## config.mk

```make
export PLATFORM = sky130hd
export DESIGN_NAME = media_box_chain_finder
export DESIGN_NICKNAME = d
export VERILOG_FILES = /design/src/design/mbcf_pkg.sv /design/src/design/mbcf_walk.sv /design/src/design/media_box_chain_finder.sv
export SDC_FILE = /design/constraint.sdc
export NUM_CORES = 1
export LEC_CHECK = 0
export BUFFER_PORTS_ARGS = -buffer_cell sky130_fd_sc_hd__buf_2
export CORE_MARGIN = 2
export CORE_UTILIZATION = 58
export CTS_BUF_LIST = sky130_fd_sc_hd__clkbuf_16
export CTS_CLUSTER_DIAMETER = 150
export CTS_CLUSTER_SIZE = 14
export DETAILED_ROUTE_END_ITERATION = 12
export GPL_TIMING_DRIVEN = 0
export MAX_ROUTING_LAYER = met4
export PLACE_DENSITY = 0.79
export SLEW_MARGIN = 20
export SYNTH_ARGS = -nofsm -noshare
export SYNTH_HDL_FRONTEND = slang
export SYNTH_SLANG_ARGS = --single-unit
export TNS_END_PERCENT = 30
```

## constraint.sdc

```tcl
create_clock -name clk -period 13.54 [get_ports clk]
set_clock_uncertainty 0.05 [all_clocks]
set_input_delay 0.677 -clock clk [delete_from_list [all_inputs] [get_ports clk]]
set_output_delay 0.677 -clock clk [all_outputs]
set_load 0.02 [all_outputs]
```

## src/design/mbcf_pkg.sv

```systemverilog
// Package for the media box chain finder: status codes, register indexes,
// configuration and result structs. No dependencies.
`default_nettype none

package mbcf_pkg;

	localparam int unsigned HEADER_BYTES = 8;
	localparam int unsigned TYPE_BYTES   = 4;

	localparam int unsigned CFG_INDEX_WIDTH = 3;

	localparam logic [CFG_INDEX_WIDTH-1:0] REG_CONTAINER_START    = 3'd0;
	localparam logic [CFG_INDEX_WIDTH-1:0] REG_CONTAINER_LENGTH   = 3'd1;
	localparam logic [CFG_INDEX_WIDTH-1:0] REG_CHILD_START_OFFSET = 3'd2;
	localparam logic [CFG_INDEX_WIDTH-1:0] REG_WANTED_TYPE        = 3'd3;
	localparam logic [CFG_INDEX_WIDTH-1:0] REG_BUFFER_LENGTH      = 3'd4;

	typedef enum logic [1:0] {
		ST_FOUND     = 2'd0,
		ST_NO_ROOM   = 2'd1,
		ST_MALFORMED = 2'd2,
		ST_BAD_START = 2'd3
	} status_t;

	typedef struct packed {
		logic [31:0] container_start;
		logic [31:0] container_length;
		logic [31:0] child_start_offset;
		logic [31:0] wanted_type;
		logic [31:0] buffer_length;
	} cfg_t;

	typedef struct packed {
		logic [31:0] hit_size;
		logic [31:0] box_offset;
		status_t     status;
	} result_t;

endpackage

`default_nettype wire

```

## src/design/mbcf_walk.sv

```systemverilog
// Box chain walker: walk state registers and the per-byte next-state logic.
// Depends on mbcf_pkg for the config and result structs and status codes.
`default_nettype none

module mbcf_walk
	import mbcf_pkg::*;
#(
	parameter int OFFSET_WIDTH = 32
) (
	input  wire logic       clk,
	input  wire logic       arst_n,
	input  wire cfg_t       cfg,
	input  wire logic       item_valid,
	input  wire logic [7:0] data_byte,
	input  wire logic       last,
	input  wire logic       advance,
	output logic            emit,
	output result_t         result
);

	localparam int OW = OFFSET_WIDTH;
	localparam int SW = (OW > 32) ? OW : 32;

	logic [OW-1:0] pos_q, cursor_q;
	logic [55:0]   shift_q;
	logic [3:0]    count_q;
	logic          done_q;

	logic [OW-1:0] pos_n, cursor_n;
	logic [55:0]   shift_n;
	logic [3:0]    count_n;
	logic          done_n;

	logic [OW-1:0] cs, bl, cend, limit, start, cur, endb;
	logic [3:0]    cnt;
	logic [55:0]   shift;
	logic [63:0]   full;
	logic [31:0]   size, typ;
	logic [SW-1:0] sum;
	logic          first, capture, emit_n;

	function automatic logic no_room(input logic [OW-1:0] c, input logic [OW-1:0] lim);
		logic [OW-1:0] nxt;
		nxt = c + OW'(HEADER_BYTES);
		return (nxt < c) || (nxt > lim);
	endfunction

	always_comb begin
		cs    = OW'(cfg.container_start);
		bl    = OW'(cfg.buffer_length);
		cend  = cs + OW'(cfg.container_length);
		if (cend < cs) begin
			cend = bl;
		end
		limit = (cend < bl) ? cend : bl;
		start = cs + OW'(cfg.child_start_offset);

		first = !done_q && (pos_q == '0);
		cur   = first ? start : cursor_q;
		cnt   = first ? 4'd0 : count_q;
		shift = first ? 56'd0 : shift_q;

		emit_n            = 1'b0;
		result.status     = ST_NO_ROOM;
		result.box_offset = 32'd0;
		result.hit_size   = 32'd0;
		done_n            = done_q;
		cursor_n          = cur;
		count_n           = cnt;
		shift_n           = shift;
		full              = {shift, data_byte};
		size              = full[63:32];
		typ               = full[31:0];
		sum               = SW'(cur) + SW'(size);
		endb              = sum[OW-1:0];

		if (first) begin
			if (start < cs) begin
				emit_n        = 1'b1;
				done_n        = 1'b1;
				result.status = ST_BAD_START;
			end else if (no_room(start, limit)) begin
				emit_n        = 1'b1;
				done_n        = 1'b1;
				result.status = ST_NO_ROOM;
			end
		end

		// take the byte only when it sits at the next header position
		capture = !done_n && (cnt < 4'(HEADER_BYTES)) && (pos_q == cur + OW'(cnt));
		if (capture) begin
			shift_n = full[55:0];
			count_n = cnt + 4'd1;
			if (count_n == 4'(HEADER_BYTES)) begin
				if (size < 32'(HEADER_BYTES) || endb < cur || endb > limit) begin
					emit_n        = 1'b1;
					done_n        = 1'b1;
					result.status = ST_MALFORMED;
				end else if (typ == cfg.wanted_type) begin
					emit_n            = 1'b1;
					done_n            = 1'b1;
					result.status     = ST_FOUND;
					result.box_offset = 32'(cur);
					result.hit_size   = size;
				end else begin
					cursor_n = endb;
					count_n  = 4'd0;
					shift_n  = 56'd0;
					if (no_room(endb, limit)) begin
						emit_n        = 1'b1;
						done_n        = 1'b1;
						result.status = ST_NO_ROOM;
					end
				end
			end
		end

		pos_n = (pos_q != '1) ? pos_q + OW'(1) : pos_q;

		if (last) begin
			if (!done_n) begin
				emit_n        = 1'b1;
				result.status = ST_NO_ROOM;
			end
			pos_n    = '0;
			cursor_n = '0;
			shift_n  = 56'd0;
			count_n  = 4'd0;
			done_n   = 1'b0;
		end

		emit = item_valid && emit_n;
	end

	always_ff @(posedge clk or negedge arst_n) begin
		if (!arst_n) begin
			pos_q    <= '0;
			cursor_q <= '0;
			shift_q  <= 56'd0;
			count_q  <= 4'd0;
			done_q   <= 1'b0;
		end else if (advance) begin
			pos_q    <= pos_n;
			cursor_q <= cursor_n;
			shift_q  <= shift_n;
			count_q  <= count_n;
			done_q   <= done_n;
		end
	end

endmodule

`default_nettype wire

```

## src/design/media_box_chain_finder.sv

```systemverilog
// Top level of the media box chain finder: config registers, input stage,
// result register. Depends on mbcf_pkg and mbcf_walk.
//
// Usage: write the five registers on the cfg channel (index 0..4 in order:
// container start, container length, child start offset, wanted type,
// buffer length) while no buffer is streaming; cfg_ready is always high.
// Then stream the buffer one byte per transfer on the s_ group, from offset
// zero, with s_tlast on the final byte. The block walks the chain of child
// boxes inside the container and sends exactly one result transfer per
// buffer on the m_ group: the first box whose type matches, or a status
// (no room left, malformed box, bad start offset). Bytes after the decision
// are consumed and dropped until s_tlast, which rearms the walk.
// Throughput: one byte per cycle while the result register can take a result;
// the per-byte work is one pass through the walker's compare and add logic
// between the input stage and the result register. A result appears on
// m_tvalid once its deciding byte has passed the input stage into the walker.
// Reset clears the walk state, the registers and both stages. When the
// receiver stalls, the result register holds; bytes that decide nothing keep
// flowing, and a byte that would give a second result waits in the input
// stage until the result register frees.
`default_nettype none

module media_box_chain_finder
	import mbcf_pkg::*;
#(
	parameter int OFFSET_WIDTH = 32
) (
	input  wire logic                       clk,
	input  wire logic                       arst_n,
	// config write channel
	input  wire logic                       cfg_valid,
	output logic                            cfg_ready,
	input  wire logic [CFG_INDEX_WIDTH-1:0] cfg_index,
	input  wire logic [31:0]                cfg_data,
	// byte stream in
	input  wire logic                       s_tvalid,
	output logic                            s_tready,
	input  wire logic [7:0]                 s_tdata,  // [7:0] data_byte
	input  wire logic                       s_tlast,  // end_of_buffer
	// result out
	output logic                            m_tvalid,
	input  wire logic                       m_tready,
	output logic [71:0]                     m_tdata   // [1:0] status, [33:2] box_offset,
	                                                  // [65:34] hit_size, [71:66] zero
);

	cfg_t    cfg_q;
	logic    valid_s1, last_s1;
	logic [7:0] byte_s1;
	logic    out_valid_q;
	result_t out_q;
	logic    walk_emit, advance;
	result_t walk_result;

	// config registers: always ready, indexes past the list are dropped
	assign cfg_ready = 1'b1;

	always_ff @(posedge clk or negedge arst_n) begin
		if (!arst_n) begin
			cfg_q <= '0;
		end else if (cfg_valid && cfg_ready) begin
			case (cfg_index)
				REG_CONTAINER_START:    cfg_q.container_start    <= cfg_data;
				REG_CONTAINER_LENGTH:   cfg_q.container_length   <= cfg_data;
				REG_CHILD_START_OFFSET: cfg_q.child_start_offset <= cfg_data;
				REG_WANTED_TYPE:        cfg_q.wanted_type        <= cfg_data;
				REG_BUFFER_LENGTH:      cfg_q.buffer_length      <= cfg_data;
				default: ;
			endcase
		end
	end

	// advance the held byte unless it would give a result and the result
	// register is still occupied
	assign advance  = valid_s1 && (!walk_emit || !out_valid_q || m_tready);
	assign s_tready = !valid_s1 || advance;

	always_ff @(posedge clk or negedge arst_n) begin
		if (!arst_n) begin
			valid_s1 <= 1'b0;
		end else if (s_tvalid && s_tready) begin
			valid_s1 <= 1'b1;
		end else if (advance) begin
			valid_s1 <= 1'b0;
		end
	end

	always_ff @(posedge clk) begin
		if (s_tvalid && s_tready) begin
			byte_s1 <= s_tdata;
			last_s1 <= s_tlast;
		end
	end

	mbcf_walk #(
		.OFFSET_WIDTH(OFFSET_WIDTH)
	) u_walk (
		.clk       (clk),
		.arst_n    (arst_n),
		.cfg       (cfg_q),
		.item_valid(valid_s1),
		.data_byte (byte_s1),
		.last      (last_s1),
		.advance   (advance),
		.emit      (walk_emit),
		.result    (walk_result)
	);

	// result register: load on a deciding byte, hold until the transfer
	always_ff @(posedge clk or negedge arst_n) begin
		if (!arst_n) begin
			out_valid_q <= 1'b0;
		end else if (advance && walk_emit) begin
			out_valid_q <= 1'b1;
		end else if (m_tready) begin
			out_valid_q <= 1'b0;
		end
	end

	always_ff @(posedge clk) begin
		if (advance && walk_emit) begin
			out_q <= walk_result;
		end
	end

	assign m_tvalid = out_valid_q;
	assign m_tdata  = {6'd0, out_q};

	// a deciding byte always lands in the result register
	a_emit_loads: assert property (@(posedge clk) disable iff (!arst_n)
		advance && walk_emit |=> m_tvalid)
		else $error("result lost after deciding byte");

	// a found box has a legal size
	a_found_size: assert property (@(posedge clk) disable iff (!arst_n)
		m_tvalid && (m_tdata[1:0] == ST_FOUND) |-> (m_tdata[65:34] >= 32'(HEADER_BYTES)))
		else $error("found box with size below header length");

	// non-found statuses carry zero offset and size
	a_status_zero: assert property (@(posedge clk) disable iff (!arst_n)
		m_tvalid && (m_tdata[1:0] != ST_FOUND) |-> (m_tdata[65:2] == 64'd0))
		else $error("status result with nonzero offset or size");

	// an empty input stage never back-pressures the sender
	a_empty_ready: assert property (@(posedge clk) disable iff (!arst_n)
		!valid_s1 |-> s_tready)
		else $error("input stalled while empty");

endmodule

`default_nettype wire

```

==> flow_summary.yaml <==
yosys:
  synth_top_area_share_pct: 22.9
  synth_warnings: 0
  netlist_area_um2: 31300
  avgSynthCellArea_um2: 8.72
  synth-edff-count: 75
  syn-instance-count: 3593
  synth.area.top_cells: "dfrtp_1, ha_1, edfxtp_1"
  yosys.area.top_type: "dfrtp_1"
  ys_seq_area_share_pct: 30.1
  synth_ff_type: "dfrtp_1"
  synth_cell_types: 110
  synthArstFlopShare_pct: 79.3
  synth-seq-cells: 362
timing:
  setup_viol_count_final: 0
  whs_ps: 190
  hold_violations: 0
  max_freq_mhz: 75.8
  final_max_slew_viol_count: 0
  fin_crit_sh_pct: 97.4
  tightestPinTransition_ps: 1110
  slew_headroom_pct: 25.2
  fin_ws_ps: 347
  min_period_ps: 13190
pwr:
  total_power_mw: 9.30
  vdd_ir_drop_max_v: 0.000185
  p_per_area_nw_per_um2: 271
  p_leak_nw: 15.9
finish:
  fill_cells: 4610
  diodes: 0
  layout_commonest_cell: "ha_1"
  area_delta_synth_final_pct: 9.48
  mostFrequentLayoutCells: "ha_1, nand2_1, inv_1, dfrtp_1, o21ai_0"
  nets: 4171
  drive_above_1_share_pct: 12.8
worst_setup_path:
  critical_path.max_stage_delay_ps: 690
  worst-path-buf-inv: 5
  cp.required_ps: 13960
  path_class: "flip-flop to flip-flop"
  startpoint_type: "flip-flop"
  cp_common_cell: "a21o_1"
  cp.arrival_ps: 13610
  cp_max_fo: 10
  worstSetupEndpointType: "flip-flop"
  cp_slowest_cell: "a211oi_1"
  reg2reg_slack_ps: 350
  cpLargestDelayFamily: "compound AO/OA/AOI/OAI gates"
global_route:
  track_usage_pct: 37.0
  grt_pass1_vias: 27477
  grt_start_max_net_pins: 98
  grt_pass1_wl_um: 156000
  antenna_found_initial: 0
  overflow: 0
floorplanning:
  initial_utilization_pct: 58.5
  die_h_um: 236
  core_area_um2: 53600
  fp-row-count: 85
  die-width_um: 236
  dieArea_um2: 55900
  io_pins: 124
placed_design:
  dp_hpwl_um: 81100
  place_congestion: 1.02
  port_buffers: 115
  place_ws_ps: -3000
clock_tree:
  h-tree-depth: 1
  insertion_delay_ps: 620
  numCtsBuffers: 29
  cts-root-buf: "clkbuf_16"
  cts_sinks: 362
  clk_pin_slew_worst_paths_ps: 80
  cts_buffer_depth: 3
  cts_tree: "done"
routing:
  dr.pass1.iters: 6
  route.detailed.wl_per_inst_um: 22.8
  drc: 0
  postRouteAntennaNets: 0
  drt-total-wl_um: 102000
  vias: 29053
  viasPerCell: 6.48
  drt_iter0_markers: 3345
min_path:
  hp-class: "primary input to flip-flop"
job:
  maxCapViolations: 0
status:
  status: "complete, no violations"
[routing by layer]
layer  track usage (%)  part of all wire, %  vias up
li1                  -                    -    13462
met1              46.6                   40    13908
met2              57.7                   45     1369
met3              4.45                  8.0      314
met4              21.4                  7.0        0
met5                 -                    0        -
[synth_stat cells (19+ instances only)]
cell type,n
edfxtp_1,75
nor3_1,73
a211oi_1,35
xnor2_1,117
buf_2,20
nor2b_1,41
a21o_1,96
nand2b_1,63
nand3_1,93
nand2_1,333
nor2_1,216
o22ai_2,30
and4_1,19
inv_1,296
mux2i_1,83
nor4_1,40
a211o_1,19
o211ai_1,28
o22ai_1,24
nand4_1,72
ha_1,344
o21a_1,24
a21oi_1,168
o31ai_1,40
and3_1,51
xor2_1,43
o21ai_0,251
a31oi_1,35
mux2_2,113
dfrtp_1,287
clkbuf_1,105
[metrics by stage]
stage	setup TNS (ps)	instances	utilization (%)	area (um2)
final	0	4481	64.0	34300
after global routing	-48.6	4481	64.0	34300
after global placement	-665390	4409	61.2	32800
after detailed placement	-589760	4417	61.6	33000
after floorplan	0	3598	-	31400
after CTS	0	4465	63.6	34100
[state kept, by name, indices dropped and copies added, names as in the netlist]
name             flops
byte_s1              8
m_tdata             66
valid_s1             1
u_walk.done_q        1
u_walk.pos_q        32
last_s1              1
u_walk.cursor_q     32
u_walk.shift_q      56
cfg_q              160
m_tvalid             1
u_walk.count_q       4
[cells by family (layout without fill, tap and decap cells)]
logic type	Yosys count	count (layout)	share of synthesized area, %
simple gates	1153	1153	18.9
compound gates	913	913	19.8
flops	362	362	30.1
buf+inv	454	641	5.77
other cells	2	7	0.0240
mux	197	197	6.75
fa+ha+maj	348	348	14.0
xor+xnor	164	164	4.73
[power by group]
part           switching, mW  internal, mW  total, mW
Clock                  0.418         0.381      0.799
Combinational           4.32          2.70       7.03
Sequential             0.152          1.32       1.47
[path summary, 6_finish.rpt]
kind | depth (start not counted) | to | from
worst max-delay path | 53 | u_walk.cursor_q[28] | cfg_q[129]
worst min-delay path | 1 | byte_s1[0] | s_tdata[0]
worst max register to register | 53 | u_walk.cursor_q[28] | cfg_q[129]
worst min register to register | 1 | cfg_q[81] | cfg_q[81]
max in group asynchronous | 4 | cfg_q[121] | arst_n
min in group asynchronous | 2 | u_walk.shift_q[52] | arst_n
[cell type report]
type,count,area (um2),area share (%)
Buffer,148,714,2.08
Clock buffer,29,726,2.11
Clock inverter,13,53.8,0.157
Inverter,304,1140,3.33
Multi-Input combinational cell,2782,20500,59.6
Sequential cell,362,9440,27.5
Tap cell,696,871,2.54
Timing Repair Buffer,147,922,2.69
[what timing repair did]
item	4_1_cts	5_1_grt
gates cloned	0	1
hold buffers	1	0
pin swaps	10	20
gates resized for setup	61	34
endpoints found under the setup margin	269	256
hold endpoints to repair	45	0
buffers inserted	6	16
Note: power is estimated with default switching activity, not from simulation.
